<file path="src/sv/atat_pkg.sv">
// Shared constants, types and helpers for the affine texel address tiler.
// Used by atat_div_stage and affine_texel_address_tiler_core; no dependencies.
`timescale 1ns / 1ps

package atat_pkg;

   localparam int MAX_DIM   = 4096;
   localparam int FRAC_BITS = 16;

   localparam int COEF_W  = 32;
   localparam int PIX_W   = 12;
   localparam int TEX_W   = 12;
   localparam int CSR_IDX_W = 3;
   localparam int MODE_W  = 2;

   // coefficient times (2p+1): 32-bit signed by 14-bit signed
   localparam int PROD_W  = COEF_W + PIX_W + 2;
   // two products plus twice the translation
   localparam int SUM_W   = PROD_W + 2;
   // floored coordinate after dropping the fraction and the half-pixel bit
   localparam int COORD_W = SUM_W - FRAC_BITS - 1;
   // magnitude of the coordinate after folding negatives with one's complement
   localparam int MAG_W   = COORD_W - 1;

   localparam int SIZE_W  = $clog2(MAX_DIM) + 1;

   // restoring divider layout
   localparam int DIV_STEPS  = 8;
   localparam int DIV_STAGES = (MAG_W + DIV_STEPS - 1) / DIV_STEPS;
   localparam int DIV_W      = DIV_STAGES * DIV_STEPS;

   // pipeline stage positions
   localparam int ST_MUL  = 0;
   localparam int ST_SUM  = 1;
   localparam int ST_DIV0 = 2;
   localparam int ST_OUT  = ST_DIV0 + DIV_STAGES;
   localparam int NSTAGE  = ST_OUT + 1;

   // register indexes
   localparam logic [CSR_IDX_W-1:0] CSR_INV_A       = 3'd0;
   localparam logic [CSR_IDX_W-1:0] CSR_INV_B       = 3'd1;
   localparam logic [CSR_IDX_W-1:0] CSR_INV_C       = 3'd2;
   localparam logic [CSR_IDX_W-1:0] CSR_INV_D       = 3'd3;
   localparam logic [CSR_IDX_W-1:0] CSR_INV_E       = 3'd4;
   localparam logic [CSR_IDX_W-1:0] CSR_INV_F       = 3'd5;
   localparam logic [CSR_IDX_W-1:0] CSR_BITMAP_SIZE = 3'd6;
   localparam logic [CSR_IDX_W-1:0] CSR_TILE_MODE   = 3'd7;

   // tile modes; the unused code behaves as clamp
   localparam logic [MODE_W-1:0] TILE_CLAMP  = 2'd0;
   localparam logic [MODE_W-1:0] TILE_REPEAT = 2'd1;
   localparam logic [MODE_W-1:0] TILE_MIRROR = 2'd2;

   localparam logic [COEF_W-1:0] INV_ONE        = 32'h0001_0000;
   localparam logic [COEF_W-1:0] BITMAP_SIZE_RST = 32'h0001_0001;

   // per-transaction fields that ride alongside the divider
   typedef struct packed {
      logic              neg_x;
      logic              neg_y;
      logic [SIZE_W-1:0] clamp_x;
      logic [SIZE_W-1:0] clamp_y;
      logic              span;
   } side_type;

   // zero reads as one, anything above the maximum reads as the maximum
   function automatic logic [SIZE_W-1:0] fix_size(input logic [15:0] s);
      logic [SIZE_W-1:0] r;
      if (s == 16'd0) begin
         r = SIZE_W'(1);
      end else if (32'(s) > 32'(MAX_DIM)) begin
         r = SIZE_W'(MAX_DIM);
      end else begin
         r = SIZE_W'(s);
      end
      return r;
   endfunction

endpackage

</file>
<file path="src/sv/atat_div_stage.sv">
// One registered slice of the pipelined restoring divider (DIV_STEPS quotient bits).
// Depends on atat_pkg.
`timescale 1ns / 1ps

module atat_div_stage (
   input  logic                        clock,
   input  logic                        load,
   input  logic [atat_pkg::DIV_W-1:0]  quo_i,
   input  logic [atat_pkg::SIZE_W-1:0] rem_i,
   input  logic [atat_pkg::SIZE_W-1:0] size_i,
   output logic [atat_pkg::DIV_W-1:0]  quo_o,
   output logic [atat_pkg::SIZE_W-1:0] rem_o
);

   logic [atat_pkg::DIV_W-1:0]  quo_ff, quo_in;
   logic [atat_pkg::SIZE_W-1:0] rem_ff, rem_in;

   // dividend bits leave at the top of quo while quotient bits enter at the bottom
   always_comb begin
      logic [atat_pkg::SIZE_W:0] trial;
      quo_in = quo_i;
      rem_in = rem_i;
      for (int i = 0; i < atat_pkg::DIV_STEPS; i++) begin
         trial  = {rem_in, quo_in[atat_pkg::DIV_W-1]};
         quo_in = quo_in << 1;
         if (trial >= {1'b0, size_i}) begin
            trial     = trial - {1'b0, size_i};
            quo_in[0] = 1'b1;
         end
         rem_in = trial[atat_pkg::SIZE_W-1:0];
      end
   end

   always_ff @(posedge clock) begin
      if (load) begin
         quo_ff <= quo_in;
         rem_ff <= rem_in;
      end
   end

   assign quo_o = quo_ff;
   assign rem_o = rem_ff;

endmodule

</file>
<file path="config.mk">
export PLATFORM = sky130hd
export DESIGN_NAME = atat_div_stage
export DESIGN_NICKNAME = d
export VERILOG_FILES = /design/src/sv/atat_pkg.sv /design/src/sv/atat_div_stage.sv
export SDC_FILE = /design/constraint.sdc
export NUM_CORES = 1
export LEC_CHECK = 0
export ABC_AREA = 1
export BUFFER_PORTS_ARGS = -buffer_cell sky130_fd_sc_hd__buf_2
export CAP_MARGIN = 20
export CORE_ASPECT_RATIO = 1.75
export CORE_MARGIN = 4
export CORE_UTILIZATION = 50
export DETAILED_ROUTE_END_ITERATION = 16
export GPL_TIMING_DRIVEN = 0
export PLACE_DENSITY = 0.71
export SYNTH_ARGS = -nofsm -noshare
export SYNTH_HDL_FRONTEND = slang
export SYNTH_SLANG_ARGS = --single-unit
</file>
<file path="constraint.sdc">
create_clock -name clock -period 18.5 [get_ports clock]
set_input_delay 2.775 -clock clock [delete_from_list [all_inputs] [get_ports clock]]
set_output_delay 2.775 -clock clock [all_outputs]
set_load 0.05 [all_outputs]
</file>
# ---- Yosys cells after proc, flatten, opt, wreduce, memory -nomap -nowiden
# Cells that the tools add are included.
# Widths: inputs -> output; s select.
dict set report totals {
  inputBits 60
  out_inout_bits 45
  regBits 45
  elab_cells 34
}
dict set report classes {
  mux 16
  order_cmp 8
  n_addsub 8
}
# operator count
set ops {}
lappend ops {{$ge 14x13->1} 8}
lappend ops {{$mux 13} 8}
lappend ops {{$sub 13x13->13} 8}
lappend ops {{$mux 1} 8}

# ---- Logic depth before layout (Yosys ltp)
# Gate-level depths: netlist (run 1).
dict set report logic_depth {
  word_depth 16
  mapped_depth 115
  ltp_nobuf 109
}

# ---- Worst setup path after synthesis (run 1)
# No wires, ideal clock.
dict set report synth_timing {
  path_type {input to register}
  start {in quo_i[31] (netlist name)}
  end {reg rem_ff (netlist bit rem_o[11]), data pin}
  n_path_buf 8
  slack_ps 1553
  setup_ps 253
  stages 108
  arrival_ps 16694
  required_ps 18247
  path_cell_list {inv_1 -> ha_1 -> inv_1 -> fa_1 -> nand2_1 -> nand3_2 -> nand2_1 -> inv_1 -> nor2_1 -> buf_2 -> nand2_1 -> nand2_1 -> inv_1 -> ha_1 -> a21oi_1 -> o21ai_1 -> nand2_1 -> nand3_1 -> [... 72 more ...] -> buf_6 -> nand3_1 -> nand2_1 -> ha_1 -> a21oi_1 -> and2_1 -> inv_1 -> a21oi_1 -> o21bai_1 -> a21o_1 -> a21oi_1 -> o21ai_0 -> a21oi_1 -> nor2_1 -> nor2_1 -> xnor2_1 -> nand2_1 -> nand2_1}
}
dict set report synth_via {
  elab_chain_cells 16
  elab_cells_between_ends 24
  cone_classes {add/sub (8); order compare (8); mux (8)}
}
# item line
set synth_rtl {}
lappend synth_rtl {{start: declaration} atat_div_stage.sv:8} ;# input logic [atat_pkg::DIV_W-1:0] quo_i,
lappend synth_rtl {{$sub 13x13->13 or $ge 14x13->1 (tied branches)} {atat_div_stage.sv:27, atat_div_stage.sv:26}}
lappend synth_rtl {{$mux 13 (*)} atat_div_stage.sv:26} ;# if (trial >= {1'b0, size_i}) begin
lappend synth_rtl {{$sub 13x13->13 or $ge 14x13->1 (tied branches)} {atat_div_stage.sv:27, atat_div_stage.sv:26}}
lappend synth_rtl {{$mux 13 (*)} atat_div_stage.sv:26}
lappend synth_rtl {{$sub 13x13->13 or $ge 14x13->1 (tied branches)} {atat_div_stage.sv:27, atat_div_stage.sv:26}}
lappend synth_rtl {{$mux 13 (*)} atat_div_stage.sv:26}
lappend synth_rtl {{$sub 13x13->13 or $ge 14x13->1 (tied branches)} {atat_div_stage.sv:27, atat_div_stage.sv:26}}
lappend synth_rtl {{$mux 13 (*)} atat_div_stage.sv:26}
lappend synth_rtl {{$sub 13x13->13 or $ge 14x13->1 (tied branches)} {atat_div_stage.sv:27, atat_div_stage.sv:26}}
lappend synth_rtl {{$mux 13 (*)} atat_div_stage.sv:26}
lappend synth_rtl {{$sub 13x13->13 or $ge 14x13->1 (tied branches)} {atat_div_stage.sv:27, atat_div_stage.sv:26}}
lappend synth_rtl {{$mux 13 (*)} atat_div_stage.sv:26}
lappend synth_rtl {{$sub 13x13->13 or $ge 14x13->1 (tied branches)} {atat_div_stage.sv:27, atat_div_stage.sv:26}}
lappend synth_rtl {{$mux 13 (*)} atat_div_stage.sv:26}
lappend synth_rtl {{$sub 13x13->13 or $ge 14x13->1 (tied branches)} {atat_div_stage.sv:27, atat_div_stage.sv:26}}
lappend synth_rtl {{$mux 13 (*)} atat_div_stage.sv:26}
lappend synth_rtl {{named net rem_in, one bit} atat_div_stage.sv:16} ;# logic [atat_pkg::SIZE_W-1:0] rem_ff, rem_in;
lappend synth_rtl {{end signal: assignment} atat_div_stage.sv:37} ;# rem_ff <= rem_in;
lappend synth_rtl {{end: declaration} atat_div_stage.sv:16}
# Mark *: on every way through the listed nets, which the timed path passes. The rest lies on a longest branch.
# A chain may end at the register's enable or synchronous reset.

# ---- Final worst setup path (run 1)
# Same ends and word-level chain as after synthesis.

==> run summary, run 1 <==
Setup violations remaining at the end of the flow were counted as 0. The number of global-route vias before repair came out at 8505. For the worst setup path, the data arrival time is 17.64 ns.

The maximum buffer depth of the clock tree is 2. The antenna diode instance count came out at 0. The min-delay analysis places its worst path in the category input port to flop. The cell area after layout is 9910 µm². The stage delay of the slowest cell on the critical path came out at 0.43 ns. In this design, the critical path's most frequently occurring cell is sky130_fd_sc_hd__nand2_1.

The family of cells with the greatest summed delay on the critical path is compound AO/OA/AOI/OAI gates. For this configuration, the core starts out at a cell density of 0.513. The layer flagged by global routing as most heavily used is met2. In this run, CTS created clock tree buffers numbering 5. The count of flip-flops with a built-in enable after synthesis came out at 45.

The reported max-cap violation count is 0. The synthesized cell area came out at 7940 µm². The aggregate global-route resource usage is 0.275. The highest-delay cell along the critical path is sky130_fd_sc_hd__fa_1. The biggest area contributor in the post-synthesis netlist is sky130_fd_sc_hd__nand2_1. The final-report max-slew violation count is 0. The remaining global-route overflow came out at 0. The number of buffers inserted by hold repair at cts is 0. The netlist uses 44 different library cells. In the final design database the tool counted 1527 nets. The post-synthesis net count is 1369. The count of buffer and inverter cells on the critical path is 24. The routing usage on met2 is 0.537. The top fanout value on the critical path is 10.

In the global route stage, met1 resource usage came out at 0.235. The tree is rooted in a sky130_fd_sc_hd__clkbuf_16. The synthesis-to-layout area growth is 24.8%. The maximum number of pins on one net before global-route repair is 46. STA puts the critical path data required time at 18.54 ns. The sink count of the clock tree is 45. The final setup TNS is 0 ns.

The mean post-synth cell area is 6.63 µm². For this block, the routed nets add up to 24800 µm of wire. The kind of start point of the critical path is an input port. CTS built an H-tree with a depth of 2.

The part of the cycle the worst path needs came out at 0.951. The TritonCTS clock tree is built. The I/O pin count came out at 105. The layout has 1382 filler cells. The tightest slew margin relative to the limit came out at 0.358.

Input and output buffers added on the ports amount to 104. The number of instances in the synthesized netlist is 1197. The number of antenna violations at the first check in global routing came to 0.

Setup repair after global routing could not meet its margin everywhere. The weighted congestion at the end of routability-driven global placement is 0.937. The fmax came out at 56.8 MHz. By startpoint and endpoint, the worst setup path is classified as input port to flop.

The total vias in the final route is 8486. The count of nets left with antenna violations once routing finished came out at 0. The number of remaining DRC errors came out at 0. The share of the yosys chip area belonging to registers is 0.170.

The count of warnings emitted by yosys came out at 0. The floorplan step set the die width to 103 µm. The violation count after the first detailed-routing iteration is 282. The floorplan die area is 18000 µm². The clock transition at the registers of the reported paths came out at 0.07 ns. The minimum clock period after layout is 17.60 ns. The floorplan row count came out at 60.

In the global route stage, met3 resource usage came out at 0.0268. The placeable core area is 15500 µm². The worst setup path is captured at a flop.

Ranked by total cell area, the synthesized netlist is headed by sky130_fd_sc_hd__nand2_1 17%, sky130_fd_sc_hd__edfxtp_1 17%, sky130_fd_sc_hd__ha_1 16%, sky130_fd_sc_hd__inv_1 8.8%, sky130_fd_sc_hd__nand3_1 6.3%. After detailed routing, the average wire length per cell comes to 16.1 µm. The fraction of synthesis flops using an asynchronous set or reset pin is 0. The smallest hold slack is 2.65 ns. The number of hold violations in the final report is 0.

The via count normalized by instance count came out at 5.50. The multi-input combinational cells in the finished layout cover a total of 6340 µm². The sum of net half-perimeters after detailed placement is 20000 µm. Counting flops and latches in the post-synthesis netlist gives 45. The most used flip-flop cell after synthesis is sky130_fd_sc_hd__edfxtp_1. The share of final-layout standard cells stronger than drive strength 1 came out at 0.227. The flow ran to the end, and the final reports show no timing, DRC or antenna violations. The sequential cell area came out at 1350 µm². The number of optimization iterations in the first detailed-route pass is 5. For the pin with the worst max-slew slack, the measured transition is 0.963 ns.

The area fraction of the dominant cell type after synthesis is 0.173. The placed standard-cell area is 8690 µm². The die extent in y is 175 µm. The first-pass GRT wire length is 39300 µm.
[cell usage in the layout (no fill, tap or decap), drive strengths merged, types with 6 or more instances in the layout]
cell,netlist,routed
nand4,14,14
o21ai,56,56
xor2,51,51
nand2,373,373
buf,16,165
a21oi,80,80
edfxtp,45,45
clkbuf,0,6
clkinvlp,0,12
fa,8,8
nor2,70,71
inv,187,176
o21bai,6,6
nand3,112,112
ha,104,104
o21a,6,6
xnor2,29,29
[cell families (layout without fill, tap and decap cells)]
logic type               after synthesis  after routing  synth area share
AND/OR/NAND/NOR                      583            584             0.328
buffers and inverters                203            361             0.105
AO/OA/AOI/OAI                        174            174             0.125
adder cells (fa/ha/maj)              112            112             0.184
XOR/XNOR                              80             80            0.0883
flip-flops                            45             45             0.170
[final timing paths]
path	depth (start not counted)	slack [ns]	end	from
hold / removal	1	2.65	quo_o[27]	quo_i[19]
setup / recovery	109	0.90	rem_o[11]	quo_i[31]
[through the flow]
step                setup WS (ns)  instances   util
CTS                      0.000529       1508  0.597
finish                      0.901       1542  0.641
global placement            -2.12       1487  0.562
floorplan                    1.55       1197      -
detailed placement          -2.29       1487  0.562
global route              -0.0969       1542  0.641
[flip-flops by register name, summed over array words and instances (netlist names)]
name   cells
quo_o     32
rem_o     13
[cell usage after synthesis (3+ instances only)]
cell type,count
sky130_fd_sc_hd__a21oi_1,76
sky130_fd_sc_hd__nand3_2,6
sky130_fd_sc_hd__fa_1,8
sky130_fd_sc_hd__xor2_1,51
sky130_fd_sc_hd__a21oi_2,4
sky130_fd_sc_hd__nand4_1,14
sky130_fd_sc_hd__nand3b_1,5
sky130_fd_sc_hd__ha_1,104
sky130_fd_sc_hd__buf_2,6
sky130_fd_sc_hd__buf_6,8
sky130_fd_sc_hd__a21o_1,4
sky130_fd_sc_hd__nor3_1,4
sky130_fd_sc_hd__nand3_4,6
sky130_fd_sc_hd__o21ai_1,7
sky130_fd_sc_hd__nand3_1,100
sky130_fd_sc_hd__nor2_2,3
sky130_fd_sc_hd__inv_1,186
sky130_fd_sc_hd__o221ai_1,4
sky130_fd_sc_hd__nand2_2,5
sky130_fd_sc_hd__nor2_1,61
sky130_fd_sc_hd__o21bai_1,6
sky130_fd_sc_hd__nand2_4,3
sky130_fd_sc_hd__nand2_1,365
sky130_fd_sc_hd__o21ai_0,49
sky130_fd_sc_hd__nor2_4,5
sky130_fd_sc_hd__o2111ai_1,4
sky130_fd_sc_hd__edfxtp_1,45
sky130_fd_sc_hd__a31oi_1,4
sky130_fd_sc_hd__xnor2_1,29
sky130_fd_sc_hd__o21a_1,6
[cell type report]
cell class                 count  area share
sequential                    45       0.136
clock inverter                 3     0.00505
inverter                     187      0.0754
tap                          186      0.0235
timing repair buffer         151      0.0904
buffer                        15      0.0164
clock buffer                   5      0.0126
multi-input combinational    950       0.640
[per-layer routing]
metal  up-vias  part of all wire  wire, µm
li1       4252                 -         -
met1      3880              0.30      7530
met2       229              0.56     14000
met3       125             0.033       830
met4         0             0.099      2460
met5         -                 0         0
[repair_timing]
item | in CTS | in global routing
gates cloned | 1 | 1
setup buffers | 13 | 33
resized for setup | 69 | 81
pin swaps | 15 | 29
setup endpoints to repair | 14 | 14
Power of run 1 is left out: the tool's default activity adds up to more than one toggle a clock period on the data nets, which glitch-free logic cannot reach.
==> inputs of run 2 (changes only) <==
Settings changed: BUFFER_PORTS_ARGS -buffer_cell sky130_fd_sc_hd__buf_2 to -buffer_cell sky130_fd_sc_hd__buf_4, SKIP_CTS_REPAIR_TIMING from default to 1.
==> run 2 against run 1 <==
Compared with the run above: utilization increased by 1.1 points; cell area increased by 1.8%; final cell count down 0.26%; first-iteration DRC count decreased by 2.8%; non-clock buffer count fell by 4; sequential share of layout area fell by 0.24 points; via count hardly changed; sequential cell count unchanged; hold slack worse by 0.0031 ns; fmax grew 0.40%.
==> run summary, run 2 (same netlist as run 1, synthesis figures left out) <==
The minimum clock period after layout came to 17.53 ns (was 17.60 ns). The number of global-route vias before repair is 8220 (was 8505). The count of buffer and inverter cells on the critical path was 22 (was 24). Run status: complete, no violations (unchanged). The stage delay of the slowest cell on the critical path came to 0.44 ns (was 0.43 ns). The count of cell instances traversed by the critical path is 113 (was 109). The clock transition at the registers of the reported paths came out at 0.07 ns (about the same).

The slew of the pin with the lowest slew margin came out at 0.683 ns (was 0.963 ns). The reported max-cap violation count is 0 (unchanged). The share of final-layout standard cells stronger than drive strength 1 came out at 0.227 (about the same).

The first-pass GRT wire length came out at 37600 µm (was 39300 µm). The routed wire length is 25100 µm (was 24800 µm). The violation count after the first detailed-routing iteration is 274 (was 282). The placeable core area came out at 15500 µm² (unchanged).

The sink count of the clock tree came to 45 (unchanged). The count of buffers inserted at the top-level ports came out at 104 (unchanged). The smallest hold slack came out at 2.65 ns (about the same). The total vias in the final route is 8487 (was 8486). The top fanout value on the critical path is 10 (unchanged). The required time reported for the critical path endpoint is 18.55 ns (was 18.54 ns). The number of nets with antenna violations after routing came out at 0 (unchanged). Commonest non-fill, non-tap cells in the layout: 354 x sky130_fd_sc_hd__nand2_1, 172 x sky130_fd_sc_hd__inv_1, 142 x sky130_fd_sc_hd__buf_4, 95 x sky130_fd_sc_hd__nand3_1, 81 x sky130_fd_sc_hd__ha_1 (was 357 x sky130_fd_sc_hd__nand2_1, 171 x sky130_fd_sc_hd__inv_1, 103 x sky130_fd_sc_hd__buf_2, 97 x sky130_fd_sc_hd__nand3_1, 78 x sky130_fd_sc_hd__ha_1). The kind of capture point of the worst setup path is a flop (unchanged). The weighted congestion at the end of routability-driven global placement came to 0.936 (was 0.937). The part of the cycle the worst path needs is 0.947 (was 0.951).

The data arrival time at the worst-slack endpoint is 17.58 ns (was 17.64 ns). The family of cells with the greatest summed delay on the critical path is simple AND/OR/NAND/NOR gates (was compound AO/OA/AOI/OAI gates). The aggregate global-route resource usage came out at 0.265 (was 0.275). The maximum buffer depth of the clock tree is 2 (unchanged). The number of optimization iterations in the first detailed-route pass is 5 (unchanged).

The sum of net half-perimeters after detailed placement is 20200 µm (was 20000 µm). The TritonCTS clock tree is built (unchanged). The total clock buffers created by CTS is 5 (unchanged). The hold-critical path depth is 1 (unchanged). The final-report max-slew violation count came to 0 (unchanged). The floorplan die area came out at 18000 µm² (unchanged). The most frequent standard cell in the layout excluding fill and tap cells is sky130_fd_sc_hd__nand2_1 (unchanged). The final-report setup violation count is 0 (unchanged). The number of antenna violations at the first check in global routing came out at 0 (unchanged). The path type of the worst setup path is input port to flop (unchanged). The final layout net count is 1523 (was 1527). The number of remaining DRC errors is 0 (unchanged). The tightest slew margin relative to the limit is 0.540 (was 0.358). The maximum number of pins on one net before global-route repair is 46 (unchanged). The effective utilization at floorplan came to 0.513 (unchanged). The antenna diode instance count came out at 0 (unchanged). The average wire per cell in the routed design came out at 16.3 µm (was 16.1 µm). The cell at the root of the clock tree was sky130_fd_sc_hd__clkbuf_16 (unchanged). The synthesis-to-layout area growth is 27.0% (was 24.8%).

The via count normalized by instance count is 5.52 (was 5.50). The number of hold violations in the final report is 0 (unchanged). The floorplan row count came out at 60 (unchanged).

The number of fill cells in the layout came out at 1407 (was 1382). The cell seen most often among critical-path stages was sky130_fd_sc_hd__nand2_1 (unchanged). The maximum level of the CTS H-tree was 2 (unchanged). The class of the worst hold path is input port to flop (unchanged). The die extent in y is 175 µm (unchanged). The remaining global-route overflow is 0 (unchanged). The kind of start point of the critical path is an input port (unchanged). The I/O pin count came to 105 (unchanged). The die boundary width was 103 µm (unchanged). The highest-delay cell along the critical path is sky130_fd_sc_hd__fa_1 (unchanged). The flip-flop count of the largest register, all copies and words added came to 32 (unchanged). The fmax came to 57.0 MHz (was 56.8 MHz).
-- run 2: routing by layer --
metal	track usage	share of wire	vias up
li1	-	-	4247
met1	0.222	0.31	3893
met2	0.538	0.57	231
met3	0.0260	0.034	116
met4	0.183	0.082	0
met5	0	0	-
-- run 2: layout make-up --
type | count | area [µm²] | share of cell area
Buffer | 16 | 166 | 0.0165
Multi-Input combinational cell | 950 | 6300 | 0.625
Sequential cell | 45 | 1350 | 0.134
Inverter | 187 | 747 | 0.0741
Clock inverter | 3 | 50.0 | 0.00496
Timing Repair Buffer | 146 | 1110 | 0.110
Clock buffer | 5 | 125 | 0.0124
Tap cell | 186 | 233 | 0.0231
-- run 2: per-stage QoR --
| stage | worst slack [ns] | cell area, µm² | util | std cells | TNS (ns) |
|---|---|---|---|---|---|
| after global placement | -1.99 | 8950 | 0.579 | 1487 | -27.45 |
| final | 0.971 | 10100 | 0.652 | 1538 | 0 |
| after floorplan | 1.55 | 7940 | - | 1197 | 0 |
| after CTS | -1.88 | 9130 | 0.590 | 1495 | -25.34 |
| after global routing | -0.109 | 10100 | 0.652 | 1538 | -0.153 |
| after detailed placement | -2.12 | 8950 | 0.579 | 1487 | -29.07 |
-- run 2: path summary, 6_finish.rpt --
check                     start         to  slack, ns
worst min-delay path  quo_i[20]  quo_o[28]       2.65
worst max-delay path  quo_i[31]  rem_o[11]       0.97
Power of run 2 is left out for the same reason.
